**src/ffba_pkg.sv**
```systemverilog
// Shared types, codes and a helper function for the first-fit block allocator.
`timescale 1ns / 1ps
package ffba_pkg;

    localparam int OFF_W = 16;
    localparam int LEN_W = 17;
    localparam int BS_W  = 19;
    localparam int LOG_W = 5;
    localparam int OP_W  = 2;
    localparam int ST_W  = 2;

    localparam logic [OP_W-1:0] OP_ALLOC  = 2'd0;
    localparam logic [OP_W-1:0] OP_FREE   = 2'd1;
    localparam logic [OP_W-1:0] OP_SHRINK = 2'd2;
    localparam logic [OP_W-1:0] OP_MERGE  = 2'd3;

    localparam logic [ST_W-1:0] ST_OK     = 2'd0;
    localparam logic [ST_W-1:0] ST_NOFIT  = 2'd1;
    localparam logic [ST_W-1:0] ST_FULL   = 2'd2;
    localparam logic [ST_W-1:0] ST_GROW   = 2'd3;

    localparam logic [2:0] WS_INIT   = 3'd0;
    localparam logic [2:0] WS_ALLOC  = 3'd1;
    localparam logic [2:0] WS_RD     = 3'd2;
    localparam logic [2:0] WS_APPEND = 3'd3;
    localparam logic [2:0] WS_KEY    = 3'd4;
    localparam logic [2:0] WS_CUR    = 3'd5;

    typedef struct packed {
        logic            we;
        logic [2:0]      wsel;
        logic            cfg_load;
        logic            init_wr;
        logic            load_item;
        logic            alloc_take;
        logic            append;
        logic            key_load;
        logic            cur_load;
        logic            cur_join;
        logic            status_wr;
        logic [ST_W-1:0] status_val;
        logic            out_load;
    } ffba_cmd_t;

    typedef struct packed {
        logic            fit;
        logic            empties;
        logic            key_gt;
        logic            adj;
        logic            free_zero;
        logic            shr_grow;
        logic            shr_append;
        logic [OP_W-1:0] op;
    } ffba_sts_t;

    // Smallest power of two not below v (one for zero).
    function automatic logic [BS_W-1:0] round_pow2(input logic [BS_W-1:0] v);
        logic [BS_W-1:0] x;
        begin
            x = v - BS_W'(1);
            x = x | (x >> 1);
            x = x | (x >> 2);
            x = x | (x >> 4);
            x = x | (x >> 8);
            x = x | (x >> 16);
            round_pow2 = (v <= BS_W'(1)) ? BS_W'(1) : x + BS_W'(1);
        end
    endfunction

endpackage

```
**src/ffba_dp.sv**
```systemverilog
// Datapath of the allocator: free table memory, working registers and result registers.
`timescale 1ns / 1ps
module ffba_dp import ffba_pkg::*; #(
    parameter int MAX_FREE_BLOCKS = 64,
    parameter int HEADER_BYTES    = 32,
    parameter int MAX_HEAP_LOG2   = 16,
    localparam int IDX_W = (MAX_FREE_BLOCKS > 1) ? $clog2(MAX_FREE_BLOCKS) : 1
) (
    input  logic              aclk,
    input  logic              aresetn,
    input  ffba_cmd_t         cmd,
    output ffba_sts_t         sts,
    input  logic [IDX_W-1:0]  rd_addr,
    input  logic [IDX_W-1:0]  wr_addr,
    input  logic [LOG_W-1:0]  cfg_wdata,
    input  logic [OP_W-1:0]   s_opcode,
    input  logic [LEN_W-1:0]  s_req_size,
    input  logic [OFF_W-1:0]  s_block_offset,
    input  logic [LEN_W-1:0]  s_block_bytes,
    output logic [ST_W-1:0]   m_status,
    output logic [OFF_W-1:0]  m_grant_offset,
    output logic [LEN_W-1:0]  m_grant_bytes,
    output logic              m_merged_any,
    output logic [LEN_W-1:0]  m_used_total
);

    localparam logic [BS_W-1:0] HDR_RND = round_pow2(BS_W'(HEADER_BYTES));

    logic [OFF_W-1:0] mem_s [MAX_FREE_BLOCKS];
    logic [LEN_W-1:0] mem_l [MAX_FREE_BLOCKS];

    logic [OFF_W-1:0] rd_s_reg;
    logic [LEN_W-1:0] rd_l_reg;
    logic [LOG_W-1:0] log_reg, log_next;
    logic [LEN_W-1:0] used_reg, used_next;
    logic [OP_W-1:0]  op_reg;
    logic [OFF_W-1:0] boff_reg;
    logic [LEN_W-1:0] bbytes_reg;
    logic [BS_W-1:0]  bs_reg;
    logic [OFF_W-1:0] key_s_reg, cur_s_reg;
    logic [LEN_W-1:0] key_l_reg, cur_l_reg;
    logic [ST_W-1:0]  st_reg;
    logic [OFF_W-1:0] goff_reg;
    logic [LEN_W-1:0] gbytes_reg;
    logic             merged_reg;
    logic [ST_W-1:0]  m_status_reg;
    logic [OFF_W-1:0] m_goff_reg;
    logic [LEN_W-1:0] m_gbytes_reg;
    logic             m_merged_reg;
    logic [LEN_W-1:0] m_used_reg;

    logic [LEN_W-1:0] al_excess, al_bs_eff, sh_excess, app_len, take_n;
    logic [OFF_W-1:0] app_start;
    logic [OFF_W-1:0] w_s;
    logic [LEN_W-1:0] w_l;
    logic [LEN_W:0]   end_sum, join_sum;
    logic [LOG_W-1:0] cfg_clamped;

    always_comb begin
        al_excess = rd_l_reg - bs_reg[LEN_W-1:0];
        al_bs_eff = ({2'b00, al_excess} <= HDR_RND) ? rd_l_reg : bs_reg[LEN_W-1:0];
        sh_excess = bbytes_reg - bs_reg[LEN_W-1:0];
        end_sum   = {1'b0, OFF_W'(0), 1'b0} + {2'b00, cur_s_reg} + {1'b0, cur_l_reg};
        join_sum  = {1'b0, cur_l_reg} + {1'b0, rd_l_reg};
        if (op_reg == OP_FREE) begin
            app_start = boff_reg;
            app_len   = bbytes_reg;
        end else begin
            app_start = boff_reg + bs_reg[OFF_W-1:0];
            app_len   = sh_excess;
        end
        take_n = app_len;
        sts.fit        = {2'b00, rd_l_reg} >= bs_reg;
        sts.empties    = {2'b00, al_excess} <= HDR_RND;
        sts.key_gt     = rd_s_reg > key_s_reg;
        sts.adj        = end_sum == {2'b00, rd_s_reg};
        sts.free_zero  = bbytes_reg == '0;
        sts.shr_grow   = bs_reg > {2'b00, bbytes_reg};
        sts.shr_append = (bs_reg <= {2'b00, bbytes_reg}) && ({2'b00, sh_excess} > HDR_RND);
        sts.op         = op_reg;
        case (cmd.wsel)
            WS_INIT: begin
                w_s = '0;
                w_l = LEN_W'(1) << log_reg;
            end
            WS_ALLOC: begin
                w_s = rd_s_reg + al_bs_eff[OFF_W-1:0];
                w_l = rd_l_reg - al_bs_eff;
            end
            WS_RD: begin
                w_s = rd_s_reg;
                w_l = rd_l_reg;
            end
            WS_APPEND: begin
                w_s = app_start;
                w_l = app_len;
            end
            WS_KEY: begin
                w_s = key_s_reg;
                w_l = key_l_reg;
            end
            default: begin
                w_s = cur_s_reg;
                w_l = cur_l_reg;
            end
        endcase
        if (cfg_wdata < LOG_W'(6)) begin
            cfg_clamped = LOG_W'(6);
        end else if ({27'd0, cfg_wdata} > MAX_HEAP_LOG2) begin
            cfg_clamped = LOG_W'(MAX_HEAP_LOG2);
        end else begin
            cfg_clamped = cfg_wdata;
        end
        log_next  = cmd.cfg_load ? cfg_clamped : log_reg;
        used_next = used_reg;
        if (cmd.init_wr) begin
            used_next = '0;
        end else if (cmd.alloc_take) begin
            used_next = used_reg + al_bs_eff;
        end else if (cmd.append) begin
            used_next = (take_n >= used_reg) ? '0 : used_reg - take_n;
        end
    end

    always_ff @(posedge aclk) begin
        if (cmd.we) begin
            mem_s[wr_addr] <= w_s;
            mem_l[wr_addr] <= w_l;
        end
        rd_s_reg <= mem_s[rd_addr];
        rd_l_reg <= mem_l[rd_addr];
    end

    always_ff @(posedge aclk) begin
        if (!aresetn) begin
            log_reg  <= LOG_W'(16);
            used_reg <= '0;
        end else begin
            log_reg  <= log_next;
            used_reg <= used_next;
        end
    end

    always_ff @(posedge aclk) begin
        if (cmd.load_item) begin
            op_reg     <= s_opcode;
            boff_reg   <= s_block_offset;
            bbytes_reg <= s_block_bytes;
            bs_reg     <= round_pow2(BS_W'(HEADER_BYTES) + BS_W'(s_req_size));
            st_reg     <= (s_opcode == OP_ALLOC) ? ST_NOFIT : ST_OK;
            merged_reg <= 1'b0;
            if (s_opcode == OP_SHRINK) begin
                goff_reg   <= s_block_offset;
                gbytes_reg <= s_block_bytes;
            end else begin
                goff_reg   <= '0;
                gbytes_reg <= '0;
            end
        end
        if (cmd.status_wr) begin
            st_reg <= cmd.status_val;
        end
        if (cmd.alloc_take) begin
            goff_reg   <= rd_s_reg;
            gbytes_reg <= al_bs_eff;
        end
        if (cmd.append && op_reg == OP_SHRINK) begin
            gbytes_reg <= bs_reg[LEN_W-1:0];
        end
        if (cmd.key_load) begin
            key_s_reg <= rd_s_reg;
            key_l_reg <= rd_l_reg;
        end
        if (cmd.cur_load) begin
            cur_s_reg <= rd_s_reg;
            cur_l_reg <= rd_l_reg;
        end else if (cmd.cur_join) begin
            cur_l_reg  <= join_sum[LEN_W] ? {LEN_W{1'b1}} : join_sum[LEN_W-1:0];
            merged_reg <= 1'b1;
        end
        if (cmd.out_load) begin
            m_status_reg <= st_reg;
            m_goff_reg   <= goff_reg;
            m_gbytes_reg <= gbytes_reg;
            m_merged_reg <= merged_reg;
            m_used_reg   <= used_reg;
        end
    end

    assign m_status       = m_status_reg;
    assign m_grant_offset = m_goff_reg;
    assign m_grant_bytes  = m_gbytes_reg;
    assign m_merged_any   = m_merged_reg;
    assign m_used_total   = m_used_reg;

endmodule

```
**src/ffba_ctrl.sv**
```systemverilog
// Controller of the allocator: sequencer state, table indices and handshakes.
`timescale 1ns / 1ps
module ffba_ctrl import ffba_pkg::*; #(
    parameter int MAX_FREE_BLOCKS = 64,
    localparam int IDX_W = (MAX_FREE_BLOCKS > 1) ? $clog2(MAX_FREE_BLOCKS) : 1,
    localparam int CNT_W = $clog2(MAX_FREE_BLOCKS + 1) + 1
) (
    input  logic             aclk,
    input  logic             aresetn,
    input  logic             s_valid,
    output logic             s_ready,
    input  logic             cfg_valid,
    output logic             cfg_ready,
    output logic             m_valid,
    input  logic             m_ready,
    input  ffba_sts_t        sts,
    output ffba_cmd_t        cmd,
    output logic [IDX_W-1:0] rd_addr,
    output logic [IDX_W-1:0] wr_addr
);

    localparam logic [3:0] S_INIT     = 4'd0;
    localparam logic [3:0] S_IDLE     = 4'd1;
    localparam logic [3:0] S_EXEC     = 4'd2;
    localparam logic [3:0] S_AL_RD    = 4'd3;
    localparam logic [3:0] S_AL_CHK   = 4'd4;
    localparam logic [3:0] S_SH_RD    = 4'd5;
    localparam logic [3:0] S_SH_WR    = 4'd6;
    localparam logic [3:0] S_SO_I     = 4'd7;
    localparam logic [3:0] S_SO_KEY   = 4'd8;
    localparam logic [3:0] S_SO_RD    = 4'd9;
    localparam logic [3:0] S_SO_CMP   = 4'd10;
    localparam logic [3:0] S_MG_START = 4'd11;
    localparam logic [3:0] S_MG_LD    = 4'd12;
    localparam logic [3:0] S_MG_RD    = 4'd13;
    localparam logic [3:0] S_MG_CMP   = 4'd14;
    localparam logic [3:0] S_FIN      = 4'd15;

    localparam logic [CNT_W-1:0] MAXN = CNT_W'(MAX_FREE_BLOCKS);
    localparam logic [CNT_W-1:0] ONE  = CNT_W'(1);

    logic [3:0]       state_reg, state_next;
    logic [CNT_W-1:0] n_reg, n_next, i_reg, i_next, j_reg, j_next;
    logic [CNT_W-1:0] rd_idx, wr_idx, j_plus, j_minus;
    logic             m_valid_reg, m_valid_next;

    always_comb begin
        state_next = state_reg;
        n_next     = n_reg;
        i_next     = i_reg;
        j_next     = j_reg;
        cmd        = '0;
        rd_idx     = i_reg;
        wr_idx     = j_reg;
        j_plus     = j_reg + ONE;
        j_minus    = j_reg - ONE;
        s_ready    = (state_reg == S_IDLE) && !cfg_valid;
        cfg_ready  = state_reg == S_IDLE;
        case (state_reg)
            S_INIT: begin
                cmd.we      = 1'b1;
                cmd.wsel    = WS_INIT;
                cmd.init_wr = 1'b1;
                wr_idx      = '0;
                n_next      = ONE;
                state_next  = S_IDLE;
            end
            S_IDLE: begin
                if (cfg_valid) begin
                    cmd.cfg_load = 1'b1;
                    state_next   = S_INIT;
                end else if (s_valid) begin
                    cmd.load_item = 1'b1;
                    state_next    = S_EXEC;
                end
            end
            S_EXEC: begin
                state_next = S_FIN;
                case (sts.op)
                    OP_ALLOC: begin
                        i_next     = '0;
                        state_next = S_AL_RD;
                    end
                    OP_MERGE: begin
                        i_next = ONE;
                        if (n_reg != '0) begin
                            state_next = S_SO_I;
                        end
                    end
                    default: begin
                        if (sts.op == OP_SHRINK && sts.shr_grow) begin
                            cmd.status_wr  = 1'b1;
                            cmd.status_val = ST_GROW;
                        end else if ((sts.op == OP_FREE && !sts.free_zero) ||
                                     (sts.op == OP_SHRINK && sts.shr_append)) begin
                            if (n_reg >= MAXN) begin
                                cmd.status_wr  = 1'b1;
                                cmd.status_val = ST_FULL;
                            end else begin
                                cmd.we     = 1'b1;
                                cmd.wsel   = WS_APPEND;
                                cmd.append = 1'b1;
                                wr_idx     = n_reg;
                                n_next     = n_reg + ONE;
                            end
                        end
                    end
                endcase
            end
            S_AL_RD: begin
                if (i_reg >= n_reg) begin
                    state_next = S_FIN;
                end else begin
                    state_next = S_AL_CHK;
                end
            end
            S_AL_CHK: begin
                if (sts.fit) begin
                    cmd.we         = 1'b1;
                    cmd.wsel       = WS_ALLOC;
                    cmd.alloc_take = 1'b1;
                    cmd.status_wr  = 1'b1;
                    cmd.status_val = ST_OK;
                    wr_idx         = i_reg;
                    j_next         = i_reg;
                    state_next     = sts.empties ? S_SH_RD : S_FIN;
                end else begin
                    i_next     = i_reg + ONE;
                    state_next = S_AL_RD;
                end
            end
            S_SH_RD: begin
                rd_idx = j_plus;
                if (j_plus >= n_reg) begin
                    n_next     = n_reg - ONE;
                    state_next = S_FIN;
                end else begin
                    state_next = S_SH_WR;
                end
            end
            S_SH_WR: begin
                cmd.we     = 1'b1;
                cmd.wsel   = WS_RD;
                j_next     = j_plus;
                state_next = S_SH_RD;
            end
            S_SO_I: begin
                if (i_reg >= n_reg) begin
                    state_next = S_MG_START;
                end else begin
                    state_next = S_SO_KEY;
                end
            end
            S_SO_KEY: begin
                cmd.key_load = 1'b1;
                j_next       = i_reg;
                state_next   = S_SO_RD;
            end
            S_SO_RD: begin
                rd_idx = j_minus;
                if (j_reg == '0) begin
                    cmd.we     = 1'b1;
                    cmd.wsel   = WS_KEY;
                    i_next     = i_reg + ONE;
                    state_next = S_SO_I;
                end else begin
                    state_next = S_SO_CMP;
                end
            end
            S_SO_CMP: begin
                cmd.we = 1'b1;
                if (sts.key_gt) begin
                    cmd.wsel   = WS_RD;
                    j_next     = j_minus;
                    state_next = S_SO_RD;
                end else begin
                    cmd.wsel   = WS_KEY;
                    i_next     = i_reg + ONE;
                    state_next = S_SO_I;
                end
            end
            S_MG_START: begin
                rd_idx     = '0;
                state_next = S_MG_LD;
            end
            S_MG_LD: begin
                cmd.cur_load = 1'b1;
                i_next       = ONE;
                j_next       = '0;
                state_next   = S_MG_RD;
            end
            S_MG_RD: begin
                if (i_reg >= n_reg) begin
                    cmd.we     = 1'b1;
                    cmd.wsel   = WS_CUR;
                    n_next     = j_plus;
                    state_next = S_FIN;
                end else begin
                    state_next = S_MG_CMP;
                end
            end
            S_MG_CMP: begin
                if (sts.adj) begin
                    cmd.cur_join = 1'b1;
                end else begin
                    cmd.we       = 1'b1;
                    cmd.wsel     = WS_CUR;
                    cmd.cur_load = 1'b1;
                    j_next       = j_plus;
                end
                i_next     = i_reg + ONE;
                state_next = S_MG_RD;
            end
            default: begin
                if (!m_valid_reg || m_ready) begin
                    cmd.out_load = 1'b1;
                    state_next   = S_IDLE;
                end
            end
        endcase
        rd_addr      = rd_idx[IDX_W-1:0];
        wr_addr      = wr_idx[IDX_W-1:0];
        m_valid_next = cmd.out_load ? 1'b1 : (m_ready ? 1'b0 : m_valid_reg);
    end

    always_ff @(posedge aclk) begin
        if (!aresetn) begin
            state_reg   <= S_INIT;
            n_reg       <= '0;
            i_reg       <= '0;
            j_reg       <= '0;
            m_valid_reg <= 1'b0;
        end else begin
            state_reg   <= state_next;
            n_reg       <= n_next;
            i_reg       <= i_next;
            j_reg       <= j_next;
            m_valid_reg <= m_valid_next;
        end
    end

    assign m_valid = m_valid_reg;

    a_count_bound: assert property (@(posedge aclk) disable iff (!aresetn)
        n_reg <= MAXN) else $error("free table count beyond its depth");
    a_result_shown: assert property (@(posedge aclk) disable iff (!aresetn)
        cmd.out_load |=> m_valid) else $error("loaded result not presented");
    a_cfg_reinit: assert property (@(posedge aclk) disable iff (!aresetn)
        cfg_valid && cfg_ready |=> state_reg == S_INIT)
        else $error("configuration write did not reinitialise the table");
    a_append_room: assert property (@(posedge aclk) disable iff (!aresetn)
        cmd.append |-> n_reg < MAXN) else $error("append into a full table");

endmodule

```
**src/first_fit_block_allocator.sv**
```systemverilog
// Top level of the first-fit block allocator: controller and datapath.
//
//  channel | direction | ports
//  s_      | in        | s_valid, s_ready, s_opcode, s_req_size, s_block_offset, s_block_bytes
//  m_      | out       | m_valid, m_ready, m_status, m_grant_offset, m_grant_bytes, ...
//  cfg_    | in        | cfg_valid, cfg_ready, cfg_wdata (heap_log2)
//
// Free and shrink append at most one free entry; alloc scans the table for the first
// entry that fits and moves the later entries down when a block empties; merge sorts
// the n free entries by offset, then sweeps them and joins adjacent ones.
// After reset and each configuration write, the table is rebuilt as one free block.
// A stalled result waits in the output register; the next item is taken meanwhile.
`timescale 1ns / 1ps
module first_fit_block_allocator import ffba_pkg::*; #(
    parameter int MAX_FREE_BLOCKS = 64,
    parameter int HEADER_BYTES    = 32,
    parameter int MAX_HEAP_LOG2   = 16
) (
    input  logic             aclk,
    input  logic             aresetn,
    input  logic             s_valid,
    output logic             s_ready,
    input  logic [OP_W-1:0]  s_opcode,
    input  logic [LEN_W-1:0] s_req_size,
    input  logic [OFF_W-1:0] s_block_offset,
    input  logic [LEN_W-1:0] s_block_bytes,
    output logic             m_valid,
    input  logic             m_ready,
    output logic [ST_W-1:0]  m_status,
    output logic [OFF_W-1:0] m_grant_offset,
    output logic [LEN_W-1:0] m_grant_bytes,
    output logic             m_merged_any,
    output logic [LEN_W-1:0] m_used_total,
    input  logic             cfg_valid,
    output logic             cfg_ready,
    input  logic [LOG_W-1:0] cfg_wdata
);

    localparam int IDX_W = (MAX_FREE_BLOCKS > 1) ? $clog2(MAX_FREE_BLOCKS) : 1;

    ffba_cmd_t        cmd;
    ffba_sts_t        sts;
    logic [IDX_W-1:0] rd_addr, wr_addr;

    ffba_ctrl #(
        .MAX_FREE_BLOCKS(MAX_FREE_BLOCKS)
    ) u_ctrl (
        .aclk     (aclk),
        .aresetn  (aresetn),
        .s_valid  (s_valid),
        .s_ready  (s_ready),
        .cfg_valid(cfg_valid),
        .cfg_ready(cfg_ready),
        .m_valid  (m_valid),
        .m_ready  (m_ready),
        .sts      (sts),
        .cmd      (cmd),
        .rd_addr  (rd_addr),
        .wr_addr  (wr_addr)
    );

    ffba_dp #(
        .MAX_FREE_BLOCKS(MAX_FREE_BLOCKS),
        .HEADER_BYTES   (HEADER_BYTES),
        .MAX_HEAP_LOG2  (MAX_HEAP_LOG2)
    ) u_dp (
        .aclk          (aclk),
        .aresetn       (aresetn),
        .cmd           (cmd),
        .sts           (sts),
        .rd_addr       (rd_addr),
        .wr_addr       (wr_addr),
        .cfg_wdata     (cfg_wdata),
        .s_opcode      (s_opcode),
        .s_req_size    (s_req_size),
        .s_block_offset(s_block_offset),
        .s_block_bytes (s_block_bytes),
        .m_status      (m_status),
        .m_grant_offset(m_grant_offset),
        .m_grant_bytes (m_grant_bytes),
        .m_merged_any  (m_merged_any),
        .m_used_total  (m_used_total)
    );

endmodule
```
**config.mk**
```make
export PLATFORM = sky130hd
export DESIGN_NAME = first_fit_block_allocator
export DESIGN_NICKNAME = d
export VERILOG_FILES = /design/src/ffba_pkg.sv /design/src/ffba_dp.sv /design/src/ffba_ctrl.sv /design/src/first_fit_block_allocator.sv
export SDC_FILE = /design/constraint.sdc
export NUM_CORES = 2
export LEC_CHECK = 0
export BUFFER_PORTS_ARGS = -buffer_cell sky130_fd_sc_hd__buf_2
export CORE_MARGIN = 10
export CORE_UTILIZATION = 57
export DETAILED_ROUTE_END_ITERATION = 10
export PLACE_DENSITY = 0.77
export SLEW_MARGIN = 20
export SYNTH_ARGS = -nofsm -noshare
export SYNTH_HDL_FRONTEND = slang
export SYNTH_SLANG_ARGS = --single-unit
```
**constraint.sdc**
```tcl
create_clock -name aclk -period 7.1 [get_ports aclk]
set_input_delay 0 -clock aclk [delete_from_list [all_inputs] [get_ports aclk]]
set_output_delay 0 -clock aclk [all_outputs]
set_load 0.02 [all_outputs]
```
==> results.md <==
* Status: complete, but fails checks
* Failing checks: DRC
* Post-DR vias/cell at 6.62
* Clock root cell: clkbuf_16
* Synth area leaders: edfxtp_1, nand2_1, a311oi_1, nand3_1, ha_1
* I/O Pins at 118
* Post-synth net total at ~9,000
* Period utilization at 94.7%
* WHS at 0.0802 ns
* Synth cell types at 103
* Fin. max-slew vios at 0
* Max cap viols at 0
* Cell with the most instances after synthesis: nand2_1
* Fmax at 149 MHz
* Largest net degree at the start of global routing at 126
* DRC at 3
* Skew-Pair Late Insertion Delay at 0.91 ns
* Routed Antenna Nets at 0
* Yosys reg bits at about 2,400
* Critical Path Max Stage Delay at 0.50 ns
* Layout area overhead at 13.5%
* First-pass GRT wire length at between 400,000 and 500,000 µm
* Crit path max fanout at 48
* Crit path kind: reg2reg
* Fin. Hold Viols at 0
* Sw Ratio at between 20 and 30%
* Tot GR Track Use at 31.5%
* Post-Route M1 WL at 123,000 µm
* Yosys top cell area share at 65.5%
* Number of fill cells in the layout at between 10,000 and 15,000
* NumNets Final at roughly 9,300
* Sequential fraction of the synthesis area at 67.1%
* Worst Hold Depth at 4
* Port Buf Inserts at between 100 and 150
* Max FFs per register at 1,088
* WL final at 334,000 µm
* Worst Hold End: u_dp.goff_reg[13]$_DFFE_PP_
* Number of clock sinks at between 2,000 and 2,500
* Most frequent cells after synthesis: nand2_1, edfxtp_1, nand3_1, clkbuf_1, a311oi_1
* Reg2reg path depth at 25
* Vias in the first global route at ~74,000
* Setup violators final at 0
* Starting Density at 57.3%
* Slew margin rel. at 17.4%
* Slowest cell on crit path: edfxtp_1
* Minimum clock period at 6.73 ns
* Part of the power in the clock network at between 30 and 40%
* CP required at 7.69 ns
* Total grt overflow at 0
* Placed cell areas at around 0.11 mm²
* Synth warn at 0
* DIE AREA at 0.204 mm²
* Hold Crit Start: s_block_offset[13]
* Cells after synthesis at 8,835
* Post-synth top flop: edfxtp_1
* Std-Cell Core Area at 0.185 mm²
* Slew @ Worst Pin at ~1.2 ns
* Cell area after layout at ~0.12 mm²
* Seq pwr share at 48.7%
* RSZ-0062 raised after global routing: no
* Row count at 158
* DP HPWL at 202,000 µm
* Pwr dens at 269 mW/mm²
* Data arrival time of the critical path at 7.31 ns
* Combinational Power Share at 12.5%
* Ys async rst share at 0%
* Crit end category: flip-flop
* Initial antenna violation count at 12
* Worst-path clk slew at 0.06 ns
* Num CTS Buffers at 232
* VDD IR-drop max at about 0.25 mV
* Worst Setup SP: u_dp.bs_reg[7]$_SDFFCE_PP0P_
* Post-synth EDFFs at approximately 2,300
* CP Launch Type: flip-flop
* Via count at 77,600
* Top sig layer: met5
* Met3 routed WL at 38,600 µm
* Synthesized area at around 0.11 mm²
* Reg2reg start: u_dp.bs_reg[7]$_SDFFCE_PP0P_
* Internal power at 24.2 mW
* DR WL met2 at 153,000 µm
* Worst clock skew at just over 0.08 ns
* Routability congestion estimate at 0.976
* Clock Path Buffers at 3
* Die Y at 452 µm
* First-pass DRT Iterations at 11
* FF-to-FF setup slack at 0.37 ns
* Layout cells sized above 1 at between 10% and 20%
* Area leader, netlist: edfxtp_1
* CTS tree: done
* Die W at 452 µm
* Hold Crit Class: in2reg
* R2r endpoint: u_dp.mem_s[59][14]$_DFFE_PP_
* Static leakage at 43.4 nW
* Most frequent CP cell: a21o_1
* Switch Pwr at 8.33 mW
* Wire length per cell at 28.5 µm
* H-tree Lvls at 4
* Initial DRC Count at roughly 11,000
* Mean post-synth cell area at 12.0 µm²
worst max path at each step:
stage | endpoint | slack (ns) | cells past startpoint
6_report | u_dp.mem_s[59][14]$_DFFE_PP_ | 0.37 | 25
3_3_place_gp | u_dp.mem_s[9][14]$_DFFE_PP_ | 0.17 | 26
3_5_place_dp | u_dp.mem_s[9][14]$_DFFE_PP_ | 0.21 | 26
4_1_cts | u_dp.mem_s[58][14]$_DFFE_PP_ | 0.18 | 26
5_1_grt | u_dp.mem_s[59][14]$_DFFE_PP_ | 0.04 | 25
2_1_floorplan | u_dp.mem_l[35][0]$_DFFE_PP_ | -0.1 | 14
layout by cell type, fill, tap and decap left out, types with 157 or more instances in the layout:
master,Yosys,final
nand2_1,2342,2339
edfxtp_1,2320,2320
nand3_1,618,616
a311oi_1,400,400
a21oi_1,286,281
and3_1,279,278
buf_4,0,254
clkbuf_16,0,234
ha_1,213,206
nor2_1,183,171
a31oi_1,157,157
repair_timing:
action | 4_1_cts | 5_1_grt
endpoints found under the setup margin | 0 | 165
gates resized for setup | 0 | 4
hold endpoints to repair | 122 | 0
buffers inserted | 0 | 1
hold buffers | 121 | 0
metrics by stage:
step           TNS [ns]  utilization [%]  total power, mW  instances  worst slack, ns
3_5_place_dp          0             60.2             19.9      11200            0.212
3_3_place_gp          0             60.2             19.9      11200            0.174
5_1_grt               0             65.1             33.4      11700           0.0427
4_1_cts               0             65.1             32.4      11700            0.176
6_report              0             65.1             32.5      11700            0.375
2_1_floorplan    -29.98                -             18.3       8835          -0.0977
final cells by class:
cell class / instances / area, µm² / area share, %
clock inverters: 152 / 1700 / 1.41
diodes: 5 / 12.5 / 0.0104
inverters: 151 / 567 / 0.470
clock buffers: 276 / 6080 / 5.04
well taps: 2480 / 3100 / 2.57
multi-input cells: 5712 / 33200 / 27.5
flip-flops and latches: 2405 / 71400 / 59.1
repair buffers: 542 / 4710 / 3.90
power by group through the flow:
stage	clock network (mW)	registers (mW)	logic (mW)
6_report	12.6	15.8	4.06
5_1_grt	13.3	15.8	4.27
4_1_cts	12.7	15.8	3.90
3_5_place_dp	0	16.1	3.82
3_3_place_gp	0	16.1	3.79
2_1_floorplan	0	16.1	2.24
cell families (layout without fill, tap and decap cells):
family,count (synthesis),after routing,synth area share [%]
AOI/OAI and AO/OA,1496,1496,10.2
xor gates and xnor gates,149,149,1.24
adders and majority gates,222,222,2.68
buffers and inverters,718,1121,2.56
DFF,2405,2405,67.1
muxes,51,51,0.493
other,0,5,0
and+or+nand+nor,3794,3794,15.8
metal layers:
layer | vias up | global-route usage [%]
met3 | 917 | 7.59
met1 | 38200 | 41.5
met5 | - | 0
li1 | 33400 | -
met2 | 5101 | 48.8
met4 | 10 | 16.4
critical path, delay by kind of cell (launching register included):
family | cells | cell delay (ns)
AOI/OAI and AO/OA | 14 | 3.44
xor gates and xnor gates | 1 | 0.17
adders and majority gates | 2 | 0.67
buffers and inverters | 4 | 0.81
DFF | 1 | 0.50
muxes | 1 | 0.27
and+or+nand+nor | 3 | 0.54
(Power assumes the default switching activity.)
